<file path="config.mk">
export PLATFORM = sky130hd
export DESIGN_NAME = lexeme_class_recognizer
export DESIGN_NICKNAME = d
export VERILOG_FILES = /design/src/rtl/lcr_pkg.sv /design/src/rtl/lexeme_class_recognizer.sv
export SDC_FILE = /design/constraint.sdc
export NUM_CORES = 1
export LEC_CHECK = 0
export CAP_MARGIN = 20
export CELL_PAD_IN_SITES_DETAIL_PLACEMENT = 2
export CELL_PAD_IN_SITES_GLOBAL_PLACEMENT = 2
export CORE_MARGIN = 5
export CORE_UTILIZATION = 38
export CTS_BUF_LIST = sky130_fd_sc_hd__clkbuf_16
export CTS_CLUSTER_DIAMETER = 100
export DETAILED_ROUTE_END_ITERATION = 6
export DONT_BUFFER_PORTS = 1
export GPL_TIMING_DRIVEN = 0
export HOLD_SLACK_MARGIN = 0.05
export PLACE_DENSITY = 0.84
export SYNTH_ARGS = -nofsm -noshare
export SYNTH_HDL_FRONTEND = slang
export SYNTH_SLANG_ARGS = --single-unit
</file>
<file path="constraint.sdc">
create_clock -name clock -period 3.6 [get_ports clock]
set_input_delay 0.54 -clock clock [delete_from_list [all_inputs] [get_ports clock]]
set_output_delay 0.54 -clock clock [all_outputs]
set_load 0.05 [all_outputs]
</file>
<file path="src/rtl/lcr_pkg.sv">
// Shared types and constants for the lexeme class recognizer.
package lcr_pkg;

   // Class codes returned with the final character of a lexeme
   typedef enum logic [2:0] {
      CLS_KEYWORD = 3'd0,
      CLS_IDENT   = 3'd1,
      CLS_OPER    = 3'd2,
      CLS_SEP     = 3'd3,
      CLS_BRACKET = 3'd4,
      CLS_NUMBER  = 3'd5,
      CLS_UNKNOWN = 3'd6
   } token_class_type;

   // Progress of the numeric-literal check
   typedef enum logic [1:0] {
      PH_INT  = 2'd0,
      PH_DOT  = 2'd1,
      PH_FRAC = 2'd2,
      PH_REJ  = 2'd3
   } number_phase_type;

   localparam int NUM_KEYWORDS = 8;
   localparam int POS_W        = 3;

   // Keyword text, first character in the lowest byte, zero padded to 8 bytes
   localparam logic [63:0] KW_TEXT [NUM_KEYWORDS] = '{
      64'h0000_0000_0000_6669,   // if
      64'h0000_0000_0074_6E69,   // int
      64'h0000_0000_7261_6863,   // char
      64'h0000_0000_6573_6C65,   // else
      64'h0000_0000_6469_6F76,   // void
      64'h0000_0074_616F_6C66,   // float
      64'h0000_656C_6275_6F64,   // double
      64'h0000_6E72_7574_6572    // return
   };

   localparam logic [POS_W-1:0] KW_LEN [NUM_KEYWORDS] = '{
      3'd2, 3'd3, 3'd4, 3'd4, 3'd4, 3'd5, 3'd6, 3'd6
   };

   localparam logic [POS_W-1:0] POS_MAX = 3'd7;

endpackage

</file>
<file path="src/rtl/lexeme_class_recognizer.sv">
// Top level of the lexeme class recognizer: per-character state and class output.
//
//   channel | dir | tdata fields (low bit up)     | tuser / tlast
//   --------+-----+-------------------------------+-----------------------------
//   req_    | in  | ch[7:0]                       | tlast = final character
//   rsp_    | out | token_class[2:0], zeros [7:3] | none
//
// One character is taken every cycle unless a pending result is stalled; the
// per-character state update and the
// class decision are one level of logic between the state registers and the
// result register. A class transaction leaves in the cycle after the final
// character is taken. Reset clears the lexeme state and drops any pending result.
// A stalled result holds; a new character is still taken when the pending result is taken in the same cycle.
module lexeme_class_recognizer (
   input  logic       clock,
   input  logic       reset,
   input  logic       req_tvalid,
   output logic       req_tready,
   input  logic [7:0] req_tdata,    // [7:0] ch
   input  logic       req_tlast,
   output logic       rsp_tvalid,
   input  logic       rsp_tready,
   output logic [7:0] rsp_tdata     // [2:0] token_class, [7:3] zero
);

   // character helpers
   function automatic logic is_letter(input logic [7:0] c);
      return (c >= 8'h61 && c <= 8'h7A) || (c >= 8'h41 && c <= 8'h5A);
   endfunction

   function automatic logic is_digit(input logic [7:0] c);
      return c >= 8'h30 && c <= 8'h39;
   endfunction

   function automatic logic is_oper(input logic [7:0] c);
      return c == 8'h2B || c == 8'h2D || c == 8'h2A || c == 8'h2F || c == 8'h21 ||
             c == 8'h26 || c == 8'h25 || c == 8'h3D || c == 8'h3C || c == 8'h3E ||
             c == 8'h7E || c == 8'h7C || c == 8'h5E;
   endfunction

   function automatic logic is_bracket(input logic [7:0] c);
      return c == 8'h28 || c == 8'h29 || c == 8'h7B || c == 8'h7D ||
             c == 8'h5B || c == 8'h5D;
   endfunction

   function automatic logic is_sep(input logic [7:0] c);
      return c == 8'h3A || c == 8'h3B || c == 8'h2C || c == 8'h22;
   endfunction

   localparam logic [7:0] CH_UNDERSCORE = 8'h5F;
   localparam logic [7:0] CH_DOT        = 8'h2E;
   localparam logic [7:0] CH_QUOTE      = 8'h27;

   logic [lcr_pkg::POS_W-1:0]        pos_ff, pos_in;
   logic [lcr_pkg::NUM_KEYWORDS-1:0] cand_ff, cand_in;
   logic                             idok_ff, idok_in;
   logic [7:0]                       first_ff, first_in;
   lcr_pkg::number_phase_type        phase_ff, phase_in;
   logic                             rsp_valid_ff, rsp_valid_in;
   lcr_pkg::token_class_type         rsp_class_ff, rsp_class_in;

   logic                             accept;
   logic                             kw_hit;
   logic [7:0]                       ch;
   logic                             first_pos;
   lcr_pkg::token_class_type         cls;

   assign ch         = req_tdata;
   assign first_pos  = (pos_ff == '0);
   assign req_tready = !rsp_valid_ff || rsp_tready;
   assign accept     = req_tvalid && req_tready;

   // narrow the keyword candidates by the current character
   always_comb begin
      cand_in = '0;
      kw_hit  = 1'b0;
      for (int k = 0; k < lcr_pkg::NUM_KEYWORDS; k++) begin
         if (cand_ff[k] && pos_ff < lcr_pkg::KW_LEN[k] &&
             ch == lcr_pkg::KW_TEXT[k][{pos_ff, 3'b000} +: 8]) begin
            cand_in[k] = 1'b1;
            if (lcr_pkg::KW_LEN[k] == lcr_pkg::POS_W'(pos_ff + 1'b1)) begin
               kw_hit = 1'b1;
            end
         end
      end
   end

   // advance identifier, number and first-character tracking
   always_comb begin
      if (first_pos) begin
         idok_in  = is_letter(ch) || ch == CH_UNDERSCORE;
         phase_in = is_digit(ch) ? lcr_pkg::PH_INT :
                    (ch == CH_DOT ? lcr_pkg::PH_DOT : lcr_pkg::PH_REJ);
         first_in = ch;
      end else begin
         idok_in  = idok_ff && (is_letter(ch) || is_digit(ch) || ch == CH_UNDERSCORE);
         first_in = first_ff;
         unique case (phase_ff)
            lcr_pkg::PH_INT: begin
               phase_in = is_digit(ch) ? lcr_pkg::PH_INT :
                          (ch == CH_DOT ? lcr_pkg::PH_DOT : lcr_pkg::PH_REJ);
            end
            lcr_pkg::PH_DOT, lcr_pkg::PH_FRAC: begin
               phase_in = is_digit(ch) ? lcr_pkg::PH_FRAC : lcr_pkg::PH_REJ;
            end
            default: begin
               phase_in = lcr_pkg::PH_REJ;
            end
         endcase
      end
      pos_in = (pos_ff == lcr_pkg::POS_MAX) ? lcr_pkg::POS_MAX
                                            : lcr_pkg::POS_W'(pos_ff + 1'b1);
   end

   // pick the class in priority order
   always_comb begin
      priority if (kw_hit) begin
         cls = lcr_pkg::CLS_KEYWORD;
      end else if (idok_in) begin
         cls = lcr_pkg::CLS_IDENT;
      end else if (is_oper(first_in)) begin
         cls = lcr_pkg::CLS_OPER;
      end else if (is_sep(first_in) || (first_pos && first_in == CH_QUOTE)) begin
         cls = lcr_pkg::CLS_SEP;
      end else if (is_bracket(first_in)) begin
         cls = lcr_pkg::CLS_BRACKET;
      end else if (phase_in == lcr_pkg::PH_INT || phase_in == lcr_pkg::PH_FRAC) begin
         cls = lcr_pkg::CLS_NUMBER;
      end else begin
         cls = lcr_pkg::CLS_UNKNOWN;
      end
   end

   // load the result register on the final character, drop it once taken
   always_comb begin
      rsp_valid_in = rsp_valid_ff && !rsp_tready;
      rsp_class_in = rsp_class_ff;
      if (accept && req_tlast) begin
         rsp_valid_in = 1'b1;
         rsp_class_in = cls;
      end
   end

   // hold lexeme state; return to the start state after the final character
   always_ff @(posedge clock) begin
      if (reset) begin
         pos_ff       <= '0;
         cand_ff      <= '1;
         idok_ff      <= 1'b1;
         first_ff     <= '0;
         phase_ff     <= lcr_pkg::PH_INT;
         rsp_valid_ff <= 1'b0;
      end else begin
         rsp_valid_ff <= rsp_valid_in;
         if (accept) begin
            if (req_tlast) begin
               pos_ff   <= '0;
               cand_ff  <= '1;
               idok_ff  <= 1'b1;
               first_ff <= '0;
               phase_ff <= lcr_pkg::PH_INT;
            end else begin
               pos_ff   <= pos_in;
               cand_ff  <= cand_in;
               idok_ff  <= idok_in;
               first_ff <= first_in;
               phase_ff <= phase_in;
            end
         end
      end
   end

   // result payload
   always_ff @(posedge clock) begin
      rsp_class_ff <= rsp_class_in;
   end

   assign rsp_tvalid = rsp_valid_ff;
   assign rsp_tdata  = {5'b00000, rsp_class_ff};

endmodule

</file>
==> Word-level counts from Yosys, hierarchy flattened <==
Index checks and enable logic that the tools add are counted.
W data, S select, Z words.
{ "word_totals": {"mem_count": 0, "wordCells": 174, "latch_bits": 0, "romBits": 0, "out_inout_bits": 10, "in_bits": 13, "reg_bits": 26, "mem_bits_rw": 0} }
{ "op_classes": {"n_addsub": 1, "div_mod_pow": 0, "shifts": 8, "n_eq_ne": 43, "bitwise": 0, "multipliers": 0, "magnitude_cmp": 11, "reduce_logical": 59, "mux": 43} }
{ "ops": {"columns": ["op", "count"], "rows": [
  ["$shiftx A64 B7 Y8 const A", 8],
  ["$eq A8 B6 Y1 const B", 18],
  ["$eq A8 B7 Y1 const B", 8],
  ["$eq A8 B8 Y1", 8],
  ["$mux W1", 29],
  ["$logic_or A1 B1 Y1", 27],
  ["$logic_and A1 B1 Y1", 24],
  ["$mux W8", 3],
  ["$ge A8 B7 Y1 const B", 2],
  ["$le A8 B7 Y1 const B", 2],
  ["$mux W2", 8],
  ["$eq A3 B3 Y1 const A", 3],
  ["$lt A3 B3 Y1 const B", 3],
  ["$ge A8 B6 Y1 const B", 1],
  ["$le A8 B6 Y1 const B", 1],
  ["$eq A2 B3 Y1 const A", 2],
  ["$lt A3 B2 Y1 const B", 2],
  ["$mux W3", 2],
  ["$eq A2 B2 Y1 const B", 2],
  ["$logic_not A2 Y1", 2],
  ["$pmux W2 S2", 1],
  ["$reduce_or A2 Y1", 2],
  ["$reduce_or A4 Y1", 1],
  ["$add A3 B1 Y3 const B", 1],
  ["other kinds (4)", 5]
]} }

==> Longest topological paths before layout <==
Gate-level depths: netlist of run 1.
{ "logic_depth": {"word_depth": 19, "mapped_depth": 12} }

==> Worst setup path after synthesis of run 1 <==
No wires, ideal clock.
{ "synth_path": {"path_kind": "reg-to-reg", "from": "reg pos_ff[0] in the netlist's numbering", "to": "reg rsp_class_ff[0], data pin", "setup_ns": 0.267, "slack_ns": 0.834, "path_buffers": 2, "path_stages_with_launch": 11, "arrival_time_ns": 2.499, "cell_sequence": "dfxtp_1 clkbuf_1 inv_1 ha_1 clkbuf_1 xor2_1 o32a_1 a2111oi_0 a31oi_1 o211ai_2 a22oi_1"} }
{ "synth_between": {"elab_chain_len": 18, "elab_cells_between_ends": 117, "cone_classes": "1 x add/sub; 5 x order compare; 38 x eq/ne; 8 x shift; 24 x mux; 41 x reduce/logical"} }
{ "synth_rtl": {"columns": ["item", "line", "source"], "rows": [
  ["from (decl)", "lexeme_class_recognizer.sv:54", "logic [lcr_pkg::POS_W-1:0] pos_ff, pos_in;"],
  ["from (signal assigned)", "lexeme_class_recognizer.sv:163", "pos_ff <= pos_in;"],
  ["$shiftx A64 B7 Y8, or another cell as far along", "lexeme_class_recognizer.sv:79", "ch == lcr_pkg::KW_TEXT[k][{pos_ff, 3'b000} +: 8]) begin"],
  ["$eq A8 B8 Y1, or another cell as far along", "lexeme_class_recognizer.sv:79", null],
  ["$logic_and A1 B1 Y1 / $mux W1 (equally long branches)", "lexeme_class_recognizer.sv:78, lexeme_class_recognizer.sv:81", null],
  ["$mux W1", "lexeme_class_recognizer.sv:78", "if (cand_ff[k] && pos_ff < lcr_pkg::KW_LEN[k] &&"],
  ["$mux W1", "lexeme_class_recognizer.sv:81", "if (lcr_pkg::KW_LEN[k] == lcr_pkg::POS_W'(pos_ff + 1'b1)) begin"],
  ["$mux W1", "lexeme_class_recognizer.sv:78", null],
  ["$mux W1", "lexeme_class_recognizer.sv:81", null],
  ["$mux W1", "lexeme_class_recognizer.sv:78", null],
  ["[2 not listed]", null, null],
  ["$mux W1", "lexeme_class_recognizer.sv:81", null],
  ["$mux W1", "lexeme_class_recognizer.sv:78", null],
  ["$mux W1", "lexeme_class_recognizer.sv:81", null],
  ["$mux W1", "lexeme_class_recognizer.sv:78", null],
  ["$mux W1", "lexeme_class_recognizer.sv:81", null],
  ["$mux W1", "lexeme_class_recognizer.sv:78", null],
  ["$mux W1", "lexeme_class_recognizer.sv:81", null],
  ["$mux W1", "lexeme_class_recognizer.sv:78", null],
  ["to (signal assigned)", "lexeme_class_recognizer.sv:175", "rsp_class_ff <= rsp_class_in;"],
  ["to (decl)", "lexeme_class_recognizer.sv:60", "lcr_pkg::token_class_type rsp_class_ff, rsp_class_in;"]
]} }
Several ways; a longest one is shown, not always the timed one.
A chain may end at the register's enable or synchronous reset.

==> Worst setup path after layout of run 1 <==
{ "layout_path": {"from": "reg pos_ff[1] in the netlist's numbering", "to": "reg rsp_class_ff[0], data pin"} }
The elaborated chain is that of the path after synthesis.

==> results_dict.tcl, run 1 <==
set metrics [dict create \
    netlist.area_leader.share_pct 17.2 \
    criticalPathCategory "reg2reg" \
    path_clk_slew_ns 0.06 \
    async_flop_share_pct 0 \
    drv_slew 0 \
    fp.dieW_um 94 \
    drt-initial-drc-count 161 \
    drc 0 \
    core_area_um2 6830 \
    yosys_warnings 0 \
    final_cell_mix "39 x nor2_1, 23 x dfxtp_1, 16 x buf_2, 16 x nor2b_1, 15 x nand2_1" \
    clk_latency_ns 0.26 \
    synth_cell_types 68 \
    layout_setup_ws_ns 0.286 \
    antenna_cells 0 \
    routedLengthMet1_um 4670 \
    worstSetupStartpointType "flip-flop" \
    synth_seq_cells 26 \
    antenna_found_initial 0 \
    hold_viol 0 \
    dr_wl_met3_um 551 \
    synthTopCellsByArea "dfxtp_1 17%, nor2_1 5.5%, ha_1 5.1%" \
    routed_via_density 5.91 \
    initial_utilization_pct 39.2 \
    wl_um 9960 \
    hold_path_depth 1 \
    period_minus_slack_ns 3.31 \
    worstReg2RegStart "pos_ff[1]" \
    fin_area_um2 2940 \
    cp-end-kind "flip-flop" \
    status "completed" \
    final_common_cell "nor2_1" \
    htreeDepth 1 \
    p_leak_nw 1.11 \
    period_share_pct 92.1 \
    cts_tree "done" \
    root_buffer "clkbuf_16" \
    syn_inst 351 \
    dp.cells 451 \
    drive_above_1_share_pct 12.3 \
    pre_cts_ws_ns -0.141 \
    instances_no_fill 454 \
    overflow 0 \
    fmax_mhz 302 \
    synth_edf_count 3 \
    required_ns 3.60 \
    cts_buffers 3 \
    nets 383 \
    arrival_ns 3.31 \
    hp-class "in2reg" \
    finalSetupViolCount 0 \
    ant_nets 0 \
    fp.dieH_um 94 \
    grt_use_total_pct 23.4 \
    synth_area_leader_cell "dfxtp_1" \
    dieArea_um2 8840 \
    finalClockSkew_ns 0.00216 \
    grt_pass1_vias 2888 \
    fp-row-count 30 \
    hpwl_um 7590 \
    tightest_slew_ns 0.729 \
    power_density_nw_per_um2 312 \
    portBuffers 0 \
    critPathMaxFanout 10 \
    reg2reg_depth 11 \
    cts_sinks 26 \
    hp-start "reset" \
    grt_start_max_net_pins 16 \
    first_pass_iters 4 \
    cts_max_path_buffers 2 \
    grt_setup_unrepaired "false" \
    highest_layer "met4" \
    post-cts-setup-buffers 0 \
    gp_congestion 0.897 \
    io_pins 23 \
    grt_first_pass_wirelength_um 16100 \
    dominantRegCellSynth "dfxtp_1" \
    hold_buffers 0 \
    wl_per_cell_um 21.9 \
    r2r_setup_slack_ns 0.29 \
    vias 2681 \
    irDropWorstVdd_mv 0.320 \
    min_to "idok_ff" \
    synth_area_per_cell_um2 7.64 \
    cap_violations 0 \
    netlist_area_um2 2680 \
    placed_area_um2 2820 \
    relSlewSlack_pct 51.1 \
    wl_met2_um 4650 \
    r2r-end "rsp_class_ff[0]" \
    synth-seq-area-share_pct 20.5 \
    area_growth_pct 9.47 \
]
==> timing repair <==
| action | in CTS | in global routing |
|---|---|---|
| endpoints found under the hold margin | 0 | 0 |
| setup endpoints to repair | 3 | 3 |
| gates resized for setup | 2 | 4 |
| pin swaps | 0 | 0 |
==> report_power, final <==
part / switching [W] / total [W] / internal (W)
combinational: 0.000164 / 0.000260 / 0.0000959
clock: 0.000102 / 0.000324 / 0.000221
sequential: 0.0000230 / 0.000333 / 0.000310
==> cell usage after synthesis, types with 3 or more instances <==
master,instances
a22oi_1,13
o21ai_1,6
clkbuf_1,13
a21oi_1,12
nor3b_1,5
a211o_1,5
and4b_1,3
nor3_1,14
edfxtp_1,3
and2_1,3
nand3_1,6
dfxtp_1,23
a31oi_1,5
ha_1,11
nand3b_1,7
nor2b_1,16
o211ai_1,3
inv_1,13
nor4b_1,4
a32oi_1,5
and3b_1,3
mux2i_1,6
o22ai_1,4
o21ai_0,13
xor2_1,8
buf_4,9
xnor2_1,12
nor2_1,39
nand2_1,15
o21bai_1,4
buf_2,16
nand2b_1,6
==> cell families (layout without fill, tap and decap cells) <==
group / Yosys count / in the layout / synth area share [%]
and+or+nand+nor: 136 / 136 / 28.2
AOI/OAI and AO/OA: 96 / 96 / 26.2
buffers and inverters: 53 / 56 / 9.99
DFF: 26 / 26 / 20.5
xor gates and xnor gates: 20 / 20 / 6.53
adders and majority gates: 11 / 11 / 5.13
muxes: 8 / 8 / 3.22
other: 1 / 5 / 0.140
==> metal layers <==
metal  vias to the layer above  GRT usage [%]
li1                       1272              -
met1                      1343           33.0
met2                        59           38.3
met3                         7           2.96
met4                         0           4.69
met5                         -              0
==> worst max-delay path by stage <==
stage / startpoint / end / slack (ns) / depth (start not counted)
final: pos_ff[1] / rsp_class_ff[0] / 0.29 / 11
after CTS: pos_ff[0] / rsp_class_ff[0] / 0.02 / 10
after global routing: pos_ff[1] / rsp_class_ff[1] / 0.07 / 11
after detailed placement: pos_ff[0] / rsp_class_ff[0] / -0.14 / 10
after global placement: pos_ff[0] / rsp_class_ff[0] / -0.13 / 10
after floorplan: pos_ff[0] / rsp_class_ff[0] / 0.83 / 10
==> registers in the layout (all words and copies together), names as in the netlist <==
signal / flops
first_ff: 8
rsp_class_ff: 3
cand_ff: 8
phase_ff: 2
idok_ff: 1
pos_ff: 3
rsp_tvalid: 1
==> per-stage QoR <==
stage                     hold WS, ns  utilization [%]  setup TNS (ns)  power [W]
final                           0.377             43.0               0   0.000917
after global routing            0.373             43.0               0   0.000964
after CTS                       0.376             42.9               0   0.000918
after detailed placement        0.464             41.2          -0.354   0.000592
after global placement          0.461             41.2          -0.332   0.000583
after floorplan                 0.435                -               0   0.000527
==> final cells by class <==
type | count | area (um^2)
plain buffers | 39 | 216
clock buffers | 3 | 75.1
flip-flops and latches | 26 | 551
inverters | 13 | 48.8
clock inverters | 1 | 30.0
well taps | 96 | 120
fillers | 810 | 3900
multi-input cells | 276 | 1890
==> worst max-delay path: stages, from the launching register on <==
cell	delay [ns]
dfxtp_1	0.45
buf_2	0.30
inv_1	0.20
ha_1	0.24
buf_4	0.18
buf_2	0.21
o21bai_1	0.30
xnor2_1	0.13
a2111oi_2	0.50
a31oi_1	0.20
o211ai_2	0.18
a22oi_1	0.15
Note: power is estimated with default switching activity, not from simulation.
==> run 2: changes to the inputs <==
REMOVE_ABC_BUFFERS = 1   (was unset)
==> results_dict.tcl, run 2 (same netlist as run 1, synthesis figures left out) <==
set metrics [dict create \
    wl_um 9280 \
    grt_first_pass_wirelength_um 14700 \
    cts_max_path_buffers 2 \
    status "completed" \
    fp-row-count 30 \
    relSlewSlack_pct 49.5 \
    routedLengthMet1_um 3880 \
    clk_latency_ns 0.27 \
    fp.dieW_um 94 \
    cts_tree "done" \
    grt_pass1_vias 2797 \
    path_clk_slew_ns 0.07 \
    vias 2579 \
    ant_nets 0 \
    cts_buffers 3 \
    fillers 803 \
    nets 345 \
    hpwl_um 6060 \
    portBuffers 0 \
    io_pins 23 \
    wl_met2_um 4850 \
    dieArea_um2 8840 \
    initial_utilization_pct 39.2 \
    post-cts-setup-buffers 0 \
    root_buffer "clkbuf_16" \
    grt_start_max_net_pins 35 \
    slowest_delay_ns 0.51 \
    period_minus_slack_ns 3.30 \
    cp-end-kind "flip-flop" \
    fin_tns_setup_ns 0 \
    dr_wl_met3_um 445 \
    irDropWorstVdd_mv 0.164 \
    core_area_um2 6830 \
    crit_slowest_cell "ha_2" \
    drive_above_1_share_pct 5.00 \
    hold_buffers 0 \
    required_ns 3.69 \
    p_leak_nw 0.980 \
    worstSetupStartpointType "flip-flop" \
    fp.dieH_um 94 \
    drc 0 \
    period_share_pct 91.8 \
    power_density_nw_per_um2 317 \
    final_cell_mix "39 x nor2_1, 22 x dfxtp_1, 16 x nor2b_1" \
    arrival_ns 3.40 \
    cts_sinks 26 \
    criticalPathCategory "reg2reg" \
    finalSetupViolCount 0 \
    r2r_setup_slack_ns 0.30 \
    critPathMaxFanout 17 \
    reg_top3 "cand_ff x8, first_ff x8" \
    first_pass_iters 4 \
    final_common_cell "nor2_1" \
    antenna_found_initial 0 \
    grt_use_total_pct 21.0 \
    hp-class "in2reg" \
    drt-initial-drc-count 133 \
    holdWs_ns 0.336 \
    gp_congestion 0.796 \
    grt_setup_unrepaired "false" \
    htreeDepth 1 \
    path_delay_family "compound AO/OA/AOI/OAI gates" \
    drv_slew 0 \
    overflow 0 \
    crit_chain "inv_1 -> ha_2 -> nor2b_4 -> mux2_2 -> o311a_1 -> o32ai_2 -> o211ai_1 -> a22oi_1" \
    finalClockSkew_ns 0.00326 \
    area_growth_pct 2.15 \
    hold_viol 0 \
    crit_buf_inv 1 \
    highest_layer "met4" \
    routed_via_density 6.20 \
    fmax_mhz 303 \
    antenna_cells 0 \
    wl_per_cell_um 22.3 \
    tightest_slew_ns 0.756 \
    cap_violations 0 \
]
-- run 2: cell types whose count changed in the layout (fill, tap and decap cells not counted), moves of 2 or more --
cell	before	now
buf_2	16	0
clkbuf_1	11	0
buf_4	9	0
a2111oi_2	3	1
buf_6	2	0
-- run 2: timing repair --
action / 4_1_cts / 5_1_grt
endpoints found under the setup margin: 3 / 1
gates cloned: 0 / 0
gates resized for setup: 2 / 1
-- run 2: cell type report --
cell class / instances / area [um^2] / area share, %
inverters: 13 / 48.8 / 1.78
clock buffers: 3 / 75.1 / 2.74
clock inverters: 1 / 30.0 / 1.10
well taps: 96 / 120 / 4.39
flip-flops and latches: 26 / 552 / 20.1
repair buffers: 1 / 27.5 / 1.01
multi-input cells: 276 / 1890 / 68.8
-- run 2: through the flow --
| stage | utilization [%] | total power [W] | cells | area [um^2] | worst slack (ns) |
|---|---|---|---|---|---|
| 3_3_place_gp | 38.0 | 0.000523 | 411 | 2600 | -0.124 |
| 2_1_floorplan | - | 0.000490 | 315 | 2480 | 0.653 |
| 6_report | 40.1 | 0.000868 | 416 | 2740 | 0.296 |
| 4_1_cts | 39.7 | 0.000872 | 415 | 2710 | 0.0576 |
| 3_5_place_dp | 38.0 | 0.000534 | 411 | 2600 | -0.200 |
| 5_1_grt | 40.1 | 0.000907 | 416 | 2740 | 0.188 |
-- run 2: layer usage --
layer,global-route usage [%],vias up
met5,0,-
met3,2.56,11
li1,-,1194
met1,26.6,1301
met2,38.4,73
met4,3.61,0
-- run 2: final timing paths --
path / end / start / cells past startpoint
min reg2reg: cand_ff[2] / cand_ff[2] / 2
max reg2reg: rsp_class_ff[0] / pos_ff[1] / 8
min: rsp_tvalid / reset / 1
max: rsp_class_ff[0] / pos_ff[1] / 8
-- run 2: where the power goes --
group,switching [W],internal [W],total [W]
combinational,0.000119,0.0000814,0.000200
sequential,0.0000248,0.000310,0.000335
clock,0.000112,0.000222,0.000333
total,0.000255,0.000613,0.000868
==> run 3: changes to the inputs <==
==> constraint.sdc (replaced) <==
create_clock -name clock -period 3.28 [get_ports clock]
set_input_delay 0.492 -clock clock [delete_from_list [all_inputs] [get_ports clock]]
set_output_delay 0.492 -clock clock [all_outputs]
set_load 0.005 [all_outputs]
==> results_dict.tcl, run 3 (same netlist as run 1, synthesis figures left out) <==
set metrics [dict create \
    hp-class "in2reg" \
    hold_path_depth 1 \
    cap_violations 0 \
    seqCellArea_um2 553 \
    crit_chain "inv_1 -> ha_1 -> xnor2_1 -> a32oi_1 -> a2111oi_1 -> a31oi_1 -> o211ai_2 -> a22oi_1" \
    portBuffers 0 \
    path_delay_family "compound AO/OA/AOI/OAI gates" \
    drive_above_1_share_pct 5.02 \
    crit_buf_inv 1 \
    drv_slew 0 \
    r2r_setup_slack_ns 0.09 \
    htreeDepth 1 \
    cts_sinks 26 \
    critPathMaxFanout 13 \
    antenna_cells 0 \
    vias 2570 \
    cts_max_path_buffers 2 \
    dieArea_um2 8840 \
    fp.dieH_um 94 \
    p_sw_w 0.000263 \
    worstReg2RegStart "pos_ff[0]" \
    fmax_mhz 313 \
    cp-end-kind "flip-flop" \
    grt_pass1_vias 2784 \
    pwr-share-comb_pct 22.4 \
    finalClockSkew_ns 0.00316 \
    fillers 806 \
    reg_top3 "cand_ff x8, first_ff x8" \
    criticalPathCategory "reg2reg" \
    clk_latency_ns 0.27 \
    routed_via_density 6.19 \
    grt_use_total_pct 21.3 \
    final_common_cell "nor2_1" \
    drt-initial-drc-count 130 \
    hp-start "reset" \
    period_share_pct 97.4 \
    antenna_found_initial 0 \
    p_seq_share_pct 38.2 \
    pre_cts_ws_ns -0.520 \
    worstSetupStartpointType "flip-flop" \
    first_pass_iters 4 \
    hold_viol 0 \
    path_clk_slew_ns 0.07 \
    status "completed" \
    ant_nets 0 \
    relSlewSlack_pct 46.2 \
    fp-row-count 30 \
    required_ns 3.29 \
    instances_no_fill 415 \
    multi_input_area_um2 1900 \
    cts_buffers 3 \
    slowest_delay_ns 0.66 \
    reg2reg_depth 8 \
    tightest_slew_ns 0.800 \
    clkPwrFrac_pct 39.4 \
    wl_per_cell_um 22.3 \
    p_leak_nw 0.971 \
    final_cell_mix "39 x nor2_1, 21 x dfxtp_1, 16 x nor2b_1" \
    core_area_um2 6830 \
    overflow 0 \
    initial_utilization_pct 39.2 \
    cts_tree "done" \
    hpwl_um 6060 \
    grt_start_max_net_pins 35 \
    nets 344 \
    fp.dieW_um 94 \
    area_growth_pct 1.59 \
    io_pins 23 \
    min_to "pos_ff[1]" \
    cp_num_cells 8 \
    irDropWorstVdd_mv 0.181 \
    gp_congestion 0.796 \
    holdWs_ns 0.284 \
    period_minus_slack_ns 3.19 \
    wl_um 9250 \
    grt_setup_unrepaired "false" \
    grt_first_pass_wirelength_um 14900 \
    drc 0 \
    root_buffer "clkbuf_16" \
    hold_buffers 0 \
    dp.cells 411 \
    r2r-end "rsp_class_ff[0]" \
    power_density_nw_per_um2 344 \
    p_int_w 0.000675 \
    arrival_ns 3.20 \
    crit_slowest_cell "dfxtp_1" \
    finalSetupViolCount 0 \
    layout_setup_ws_ns 0.0862 \
    swShare_pct 28.0 \
]
[run 3: changes by cell type in the layout (fill, tap and decap cells not counted)]
cell and change:
dfxtp_2 +1, buf_16 -1, ha_4 +1, ha_2 -1
a2111oi_0 -1, dfxtp_1 -1, a2111oi_1 +1
[run 3: per-layer routing]
layer  global-route usage (%)  routed length (um)
met1                     27.3                4030
met2                     38.0                4770
met3                     2.72                 325
met4                     4.09                 124
met5                        0                   0
[run 3: how the worst max path moves through the flow]
stage / start / end / slack (ns)
floorplan: pos_ff[1] / rsp_class_ff[1] / 0.33
global placement: pos_ff[1] / rsp_class_ff[1] / -0.44
detailed placement: pos_ff[1] / rsp_class_ff[0] / -0.52
CTS: pos_ff[1] / rsp_class_ff[0] / 0.03
global route: pos_ff[0] / rsp_class_ff[0] / 0.04
finish: pos_ff[0] / rsp_class_ff[0] / 0.09
[run 3: layout make-up]
type	count	area share, %
inverter	13	1.79
clock inverter	1	1.10
clock buffer	3	2.76
tap	96	4.41
multi-input combinational	276	69.6
sequential	26	20.3
[run 3: power by group through the flow]
stage | sequential [W] | combinational [W] | clock, W
detailed placement | 0.000364 | 0.000200 | 0
global route | 0.000360 | 0.000230 | 0.000387
CTS | 0.000358 | 0.000206 | 0.000372
floorplan | 0.000359 | 0.000157 | 0
finish | 0.000358 | 0.000210 | 0.000369
global placement | 0.000364 | 0.000188 | 0
[run 3: per-stage QoR]
step	utilization, %	TNS [ns]	area, um^2	power, W
6_report	39.9	0	2720	0.000937
5_1_grt	39.9	0	2720	0.000978
4_1_cts	39.7	0	2710	0.000935
3_5_place_dp	38.0	-1.37	2600	0.000564
3_3_place_gp	38.0	-1.18	2600	0.000552
2_1_floorplan	-	0	2480	0.000515
[run 3: repair_timing]
action / CTS / global route
endpoints found under the setup margin: 3 / 3
pin swaps: 0 / 0
setup buffers: 0 / 0
gates resized for setup: 4 / 2
hold endpoints to repair: 0 / 0
